File: config.mk
export PLATFORM = sky130hd
export DESIGN_NAME = epaper_partial_refresh_planner_core
export DESIGN_NICKNAME = d
export VERILOG_FILES = /design/src/hdl/eprp_pkg.sv /design/src/hdl/eprp_plan.sv /design/src/hdl/epaper_partial_refresh_planner_core.sv
export SDC_FILE = /design/constraint.sdc
export NUM_CORES = 1
export LEC_CHECK = 0
export BUFFER_PORTS_ARGS = -buffer_cell sky130_fd_sc_hd__buf_2
export CAP_MARGIN = 20
export CORE_MARGIN = 1
export CORE_UTILIZATION = 30
export CTS_CLUSTER_DIAMETER = 60
export DETAILED_ROUTE_END_ITERATION = 6
export HOLD_SLACK_MARGIN = 0.05
export PLACE_DENSITY = 0.53
export SYNTH_ARGS = -nofsm -noshare
export SYNTH_HDL_FRONTEND = slang
export SYNTH_SLANG_ARGS = --single-unit
File: constraint.sdc
create_clock -name clk -period 13 [get_ports clk]
set_input_delay 0.65 -clock clk [delete_from_list [all_inputs] [get_ports clk]]
set_output_delay 0.65 -clock clk [all_outputs]
set_load 0.005 [all_outputs]
File: src/hdl/eprp_pkg.sv
package eprp_pkg;

	localparam int ACTION_W = 2;
	localparam int WIN_X_W = 10;
	localparam int WIN_Y_W = 9;
	localparam int COUNT_W = 9;
	localparam int AREA_W = 22;
	localparam int SUM_W = 32;

	// decision codes
	localparam logic [ACTION_W-1:0] ACT_PARTIAL = 2'd0;
	localparam logic [ACTION_W-1:0] ACT_FULL = 2'd1;
	localparam logic [ACTION_W-1:0] ACT_REJECT = 2'd2;

	// configuration register indexes
	localparam logic [1:0] REG_PARTIAL_CAP = 2'd0;
	localparam logic [1:0] REG_AREA_CAP = 2'd1;
	localparam logic [1:0] REG_ENERGY_LEVEL = 2'd2;

	localparam logic [7:0] RESET_PARTIAL_CAP = 8'd10;
	localparam logic [3:0] RESET_AREA_CAP = 4'd2;
	localparam logic [1:0] RESET_ENERGY_LEVEL = 2'd0;

	localparam logic [COUNT_W-1:0] COUNT_MAX = '1;

	typedef struct packed {
		logic mode;
		logic signed [11:0] rect_x;
		logic signed [11:0] rect_y;
		logic signed [11:0] rect_width;
		logic signed [11:0] rect_height;
	} request_t;

	typedef struct packed {
		logic [ACTION_W-1:0] action;
		logic [WIN_X_W-1:0] win_x;
		logic [WIN_Y_W-1:0] win_y;
		logic [WIN_X_W-1:0] win_width;
		logic [WIN_Y_W-1:0] win_height;
		logic [AREA_W-1:0] area;
	} plan_t;

endpackage

File: src/hdl/eprp_plan.sv
module eprp_plan #(
	parameter int SCREEN_W = 480,
	parameter int SCREEN_H = 800
) (
	input eprp_pkg::request_t req,
	input logic [7:0] partial_cap,
	input logic [3:0] area_cap,
	input logic [1:0] energy_level,
	input logic [eprp_pkg::COUNT_W-1:0] partial_count,
	input logic [eprp_pkg::SUM_W-1:0] partial_area_sum,
	output eprp_pkg::plan_t plan
);

	localparam logic signed [13:0] UI_W_S = 14'(SCREEN_W);
	localparam logic signed [13:0] UI_H_S = 14'(SCREEN_H);
	localparam logic [31:0] SCREEN_AREA = 32'(SCREEN_W * SCREEN_H);
	localparam logic signed [13:0] BYTE_MASK = ~14'sd7;

	logic signed [13:0] x, y, w, h, xe, ye;
	logic signed [13:0] xc, yc, xec, yec;
	logic signed [13:0] dx, dy;
	logic signed [13:0] nx, ny, ne_r, ne, nw;
	logic empty;
	logic [8:0] lim;
	logic [4:0] scr;
	logic [31:0] alim, sum_next;
	logic [eprp_pkg::AREA_W-1:0] area;
	logic promote;

	always_comb begin
		x = 14'(req.rect_x);
		y = 14'(req.rect_y);
		w = 14'(req.rect_width);
		h = 14'(req.rect_height);
		xe = x + w;
		ye = y + h;
		xc = (x < 14'sd0) ? 14'sd0 : x;
		yc = (y < 14'sd0) ? 14'sd0 : y;
		xec = (xe > UI_W_S) ? UI_W_S : xe;
		yec = (ye > UI_H_S) ? UI_H_S : ye;
		empty = (w <= 14'sd0) || (h <= 14'sd0) || (xc >= xec) || (yc >= yec);
		dx = xec - xc;
		dy = yec - yc;
		area = dx[10:0] * dy[10:0];

		// energy level two and above doubles both limits
		lim = energy_level[1] ? {partial_cap, 1'b0} : {1'b0, partial_cap};
		scr = energy_level[1] ? {area_cap, 1'b0} : {1'b0, area_cap};
		alim = SCREEN_AREA * 32'(scr);
		sum_next = partial_area_sum + 32'(area);
		promote = (partial_cap != 8'd0) &&
			((partial_count >= lim) || (sum_next >= alim));

		// rotate to native, then round columns out to whole bytes
		nx = yc & BYTE_MASK;
		ny = UI_W_S - xec;
		ne_r = (yec + 14'sd7) & BYTE_MASK;
		ne = (ne_r > UI_H_S) ? UI_H_S : ne_r;
		nw = ne - nx;

		plan.area = area;
		if (req.mode && empty) begin
			plan.action = eprp_pkg::ACT_REJECT;
			plan.win_x = '0;
			plan.win_y = '0;
			plan.win_width = '0;
			plan.win_height = '0;
		end else if (!req.mode || promote) begin
			plan.action = eprp_pkg::ACT_FULL;
			plan.win_x = '0;
			plan.win_y = '0;
			plan.win_width = eprp_pkg::WIN_X_W'(SCREEN_H);
			plan.win_height = eprp_pkg::WIN_Y_W'(SCREEN_W);
		end else begin
			plan.action = eprp_pkg::ACT_PARTIAL;
			plan.win_x = nx[eprp_pkg::WIN_X_W-1:0];
			plan.win_y = ny[eprp_pkg::WIN_Y_W-1:0];
			plan.win_width = nw[eprp_pkg::WIN_X_W-1:0];
			plan.win_height = dx[eprp_pkg::WIN_Y_W-1:0];
		end
	end

endmodule

File: src/hdl/epaper_partial_refresh_planner_core.sv
// E-paper refresh planner: takes one request word per cycle unless in_stall
// is high (full frame, or a portrait UI rectangle) and answers each with one
// decision word: partial refresh with a byte-aligned native window, full
// refresh, or rejected. A request is registered on entry, planned by one
// level of clip, area multiply and limit compare logic, and registered on
// exit, at one word per clock while out_stall is low; the partial count and
// area sum update as a result is registered and are seen by the very next
// request. The configuration registers take a write in any cycle (cfg_ready
// is always high) but should only be written while no request is in flight.
module epaper_partial_refresh_planner_core #(
	parameter int SCREEN_W = 480,
	parameter int SCREEN_H = 800
) (
	input logic clk,
	input logic arst_n,
	input logic in_valid,
	output logic in_stall,
	input logic mode,
	input logic signed [11:0] rect_x,
	input logic signed [11:0] rect_y,
	input logic signed [11:0] rect_width,
	input logic signed [11:0] rect_height,
	output logic out_valid,
	input logic out_stall,
	output logic [1:0] action,
	output logic [9:0] win_x,
	output logic [8:0] win_y,
	output logic [9:0] win_width,
	output logic [8:0] win_height,
	output logic [8:0] partials_since_full,
	input logic cfg_valid,
	output logic cfg_ready,
	input logic [1:0] cfg_index,
	input logic [7:0] cfg_data
);

	logic [7:0] partial_cap_q;
	logic [3:0] area_cap_q;
	logic [1:0] energy_level_q;
	logic [eprp_pkg::COUNT_W-1:0] partial_count_q;
	logic [eprp_pkg::SUM_W-1:0] partial_area_sum_q;

	eprp_pkg::request_t req_s1;
	logic valid_s1;
	eprp_pkg::plan_t plan;
	logic advance;
	logic [eprp_pkg::COUNT_W-1:0] count_next;

	logic out_valid_q;
	logic [1:0] action_q;
	logic [9:0] win_x_q;
	logic [8:0] win_y_q;
	logic [9:0] win_width_q;
	logic [8:0] win_height_q;
	logic [8:0] partials_q;

	assign cfg_ready = 1'b1;

	always_ff @(posedge clk or negedge arst_n) begin
		if (!arst_n) begin
			partial_cap_q <= eprp_pkg::RESET_PARTIAL_CAP;
			area_cap_q <= eprp_pkg::RESET_AREA_CAP;
			energy_level_q <= eprp_pkg::RESET_ENERGY_LEVEL;
		end else if (cfg_valid) begin
			unique case (cfg_index)
				eprp_pkg::REG_PARTIAL_CAP: partial_cap_q <= cfg_data;
				eprp_pkg::REG_AREA_CAP: area_cap_q <= cfg_data[3:0];
				eprp_pkg::REG_ENERGY_LEVEL: energy_level_q <= cfg_data[1:0];
				default: ;
			endcase
		end
	end

	// stage one moves on when the result register is free or being drained
	assign advance = valid_s1 && (!out_valid_q || !out_stall);
	assign in_stall = valid_s1 && out_valid_q && out_stall;

	always_ff @(posedge clk or negedge arst_n) begin
		if (!arst_n) begin
			valid_s1 <= 1'b0;
		end else if (!in_stall) begin
			valid_s1 <= in_valid;
		end
	end

	always_ff @(posedge clk) begin
		if (in_valid && !in_stall) begin
			req_s1.mode <= mode;
			req_s1.rect_x <= rect_x;
			req_s1.rect_y <= rect_y;
			req_s1.rect_width <= rect_width;
			req_s1.rect_height <= rect_height;
		end
	end

	eprp_plan #(
		.SCREEN_W(SCREEN_W),
		.SCREEN_H(SCREEN_H)
	) u_plan (
		.req(req_s1),
		.partial_cap(partial_cap_q),
		.area_cap(area_cap_q),
		.energy_level(energy_level_q),
		.partial_count(partial_count_q),
		.partial_area_sum(partial_area_sum_q),
		.plan(plan)
	);

	always_comb begin
		unique case (plan.action)
			eprp_pkg::ACT_FULL: count_next = '0;
			eprp_pkg::ACT_PARTIAL: count_next = (partial_count_q == eprp_pkg::COUNT_MAX) ?
				partial_count_q : partial_count_q + 1'b1;
			default: count_next = partial_count_q;
		endcase
	end

	always_ff @(posedge clk or negedge arst_n) begin
		if (!arst_n) begin
			partial_count_q <= '0;
			partial_area_sum_q <= '0;
		end else if (advance) begin
			partial_count_q <= count_next;
			if (plan.action == eprp_pkg::ACT_FULL) begin
				partial_area_sum_q <= '0;
			end else if (plan.action == eprp_pkg::ACT_PARTIAL) begin
				partial_area_sum_q <= partial_area_sum_q + 32'(plan.area);
			end
		end
	end

	always_ff @(posedge clk or negedge arst_n) begin
		if (!arst_n) begin
			out_valid_q <= 1'b0;
		end else if (!out_valid_q || !out_stall) begin
			out_valid_q <= valid_s1;
		end
	end

	always_ff @(posedge clk) begin
		if (advance) begin
			action_q <= plan.action;
			win_x_q <= plan.win_x;
			win_y_q <= plan.win_y;
			win_width_q <= plan.win_width;
			win_height_q <= plan.win_height;
			partials_q <= count_next;
		end
	end

	assign out_valid = out_valid_q;
	assign action = action_q;
	assign win_x = win_x_q;
	assign win_y = win_y_q;
	assign win_width = win_width_q;
	assign win_height = win_height_q;
	assign partials_since_full = partials_q;

endmodule

==> reports/results.tsv <==
metric	value	unit
status	completed	
fin crit share	94.0	%
Worst Hold Class	in2async	
commonest non-fill, non-tap cells in the layout	inv_1, ha_1, nor2_1, nand2_1, fa_1	
critical path class	reg2reg	
Final Setup Violations	0	
first-pass GRT wire length	66200	um
Main synth FF type	edfxtp_1	
row count	83	
Post-Route WL	39900	um
core footprint	0.0516	sq mm
worst slew pin tran	0.796	ns
Initial Utilization	30.5	%
1st-iter DRT viols	633	
pre-CTS setup slack	0.0644	ns
die height	231	um
Slowest cell on crit path	or4b_4	
Synth area leaders	edfxtp_1, ha_1, fa_1, dfrtp_1, inv_1	
pin count of the biggest net entering global routing	57	
drt via density	4.83	
layout cells sized above 1	16.3	%
Die Wd	231	um
CP Launch Type	flip-flop	
Antenna Diode Count	0	
most common cell after layout, fill and taps aside	inv_1	
Ys Warns	0	
wire per inst	15.7	um
global route overflow	0	
Crit. End Element	flip-flop	
Hold Fails Final Rpt	0	
CP startpoint	req_s1[1]	
most frequent CP cell	fa_1	
top-area cell type share of the netlist area	17.5	%
setup ws final	0.784	ns
Clock Path Buffers	2	
clk slew on worst S/H paths	0.07	ns
mapped cell area	0.0158	sq mm
worst path arrival time	12.58	ns
total track usage	15.5	%
initial antenna violation count	0	
sequential share of the synthesized area	26.4	%
DR pass1 iterations	5	
Yosys cell types	88	
# DRC	0	
R2R Path Start	req_s1[1]	
routed via count	12300	
max cap viols	0	
Fillers	5302	
input/output buffers	108	
Max Freq	81.9	MHz
CTS sink cnt	148	
H-tree Lvls	4	
Post-synth EDFFs	92	
hold buffer count at cts	0	
CTS tree	built	
Worst Path Required	13.37	ns
IO Pins	116	
Worst slew margin	47.0	%
global placement routability congestion	0.859	
ANT nets after route	0	
Seq cells post-synth	148	
clk_skew	0.0115	ns
Post-synth ARST share	37.8	%
post-DP HPWL	32200	um
fin crit period	12.22	ns
average size of a mapped cell	9.15	sq um
Slew Viols, Final	0	
full die area	0.0534	sq mm
TritonCTS buffer count	17	
Synth Instances	1723	
Synth area leader	edfxtp_1	
final net count	2222	
vias in the first global route	12700	
CP Max Fanout	28	
synthesis-to-layout area growth	15.5	%
clock latency at the later pin of the worst-skew pair	0.45	ns
crit-path max cell delay	0.54	ns
Root Buffer	clkbuf_16	
cells by family after synthesis:
| kind of cell | count (synthesis) | synth area share (%) |
|---|---|---|
| and+or+nand+nor | 510 | 16.0 |
| buffers and inverters | 329 | 8.22 |
| muxes | 30 | 2.05 |
| AOI/OAI and AO/OA | 327 | 13.5 |
| adders and majority gates | 304 | 29.7 |
| xor gates and xnor gates | 73 | 4.11 |
| other | 2 | 0.0477 |
| DFF | 148 | 26.4 |
through the flow:
step | cell area, sq um | hold slack, ns | setup TNS, ns | util (%) | cells
after CTS | 17800 | 0.342 | 0 | 34.5 | 2532
after global placement | 17200 | 0.473 | 0 | 33.3 | 2500
after floorplan | 15800 | 0.354 | 0 | - | 1728
final | 18200 | 0.362 | 0 | 35.3 | 2547
after detailed placement | 17200 | 0.483 | 0 | 33.3 | 2500
after global routing | 18200 | 0.347 | -0.0366 | 35.3 | 2547
worst max-delay path, delay by kind of cell (launching register included):
kind                     cells  cell delay [ns]
flip-flops                   1             0.44
AO/OA/AOI/OAI               20             3.76
multiplexers                 1             0.39
XOR/XNOR                     2             0.29
buffers and inverters        6             0.78
AND/OR/NAND/NOR             10             2.39
adder cells (fa/ha/maj)      9             4.05
routing by layer:
layer / vias up / wire length (um) / GRT usage, % / share of wire, %
li1: 6048 / - / - / -
met4: 0 / 429 / 3.77 / 1.1
met3: 20 / 1150 / 2.04 / 2.9
met2: 172 / 20100 / 27.2 / 50
met5: - / 0 / 0 / 0
met1: 6072 / 18200 / 20.1 / 46
what timing repair did:
| item | in CTS | in global routing |
|---|---|---|
| setup buffers | 0 | 12 |
| pin swaps | 0 | 22 |
| setup endpoints to repair | 1 | 82 |
| gates cloned | 0 | 0 |
| endpoints found under the hold margin | 0 | 0 |
| resized for setup | 1 | 64 |
Yosys cell counts (all sizes together), types with 17 or more instances:
cell type and n:
a21o 19, nand2 129, nand3 27, xor2 29, nor2 141, o21ai 93, xnor2 44, nand2b 54
buf 23, and2 17, a21oi 91, inv 278, mux2 18, or2 19, nor3 25, nor2b 24
edfxtp 92, clkbuf 27, ha 188, and3 17, fa 116, dfrtp 53
cell type report:
class,count,area [sq um],share of cell area [%]
Clock buffer,17,425,2.34
Timing Repair Buffer,157,942,5.18
Sequential cell,148,4170,22.9
Multi-Input combinational cell,1251,10600,58.1
Clock inverter,15,194,1.07
Tap cell,680,851,4.67
Inverter,279,1050,5.75
registers in the layout (all words and copies together), names as in the netlist:
signal,flops
req_s1,49
partial_area_sum_q,32
partial_count_q,9
partials_since_full,9
win_height,9
win_y,9
partial_cap_q,8
win_width,7
win_x,7
area_cap_q,4
action,2
energy_level_q,1
out_valid,1
valid_s1,1
worst paths after layout:
path,end,slack [ns],cells after the start
setup / recovery,partial_area_sum_q[25],0.78,48
hold / removal,partial_area_sum_q[5],0.36,2
max in group asynchronous,partial_area_sum_q[30],12.10,2
min in group clk,req_s1[27],0.37,1
hold reg to reg,partial_area_sum_q[0],0.50,2
setup reg to reg,partial_area_sum_q[25],0.78,48
Power is not shown: default switching activity piles up to over one toggle a cycle in this logic, so the estimate is an artifact.
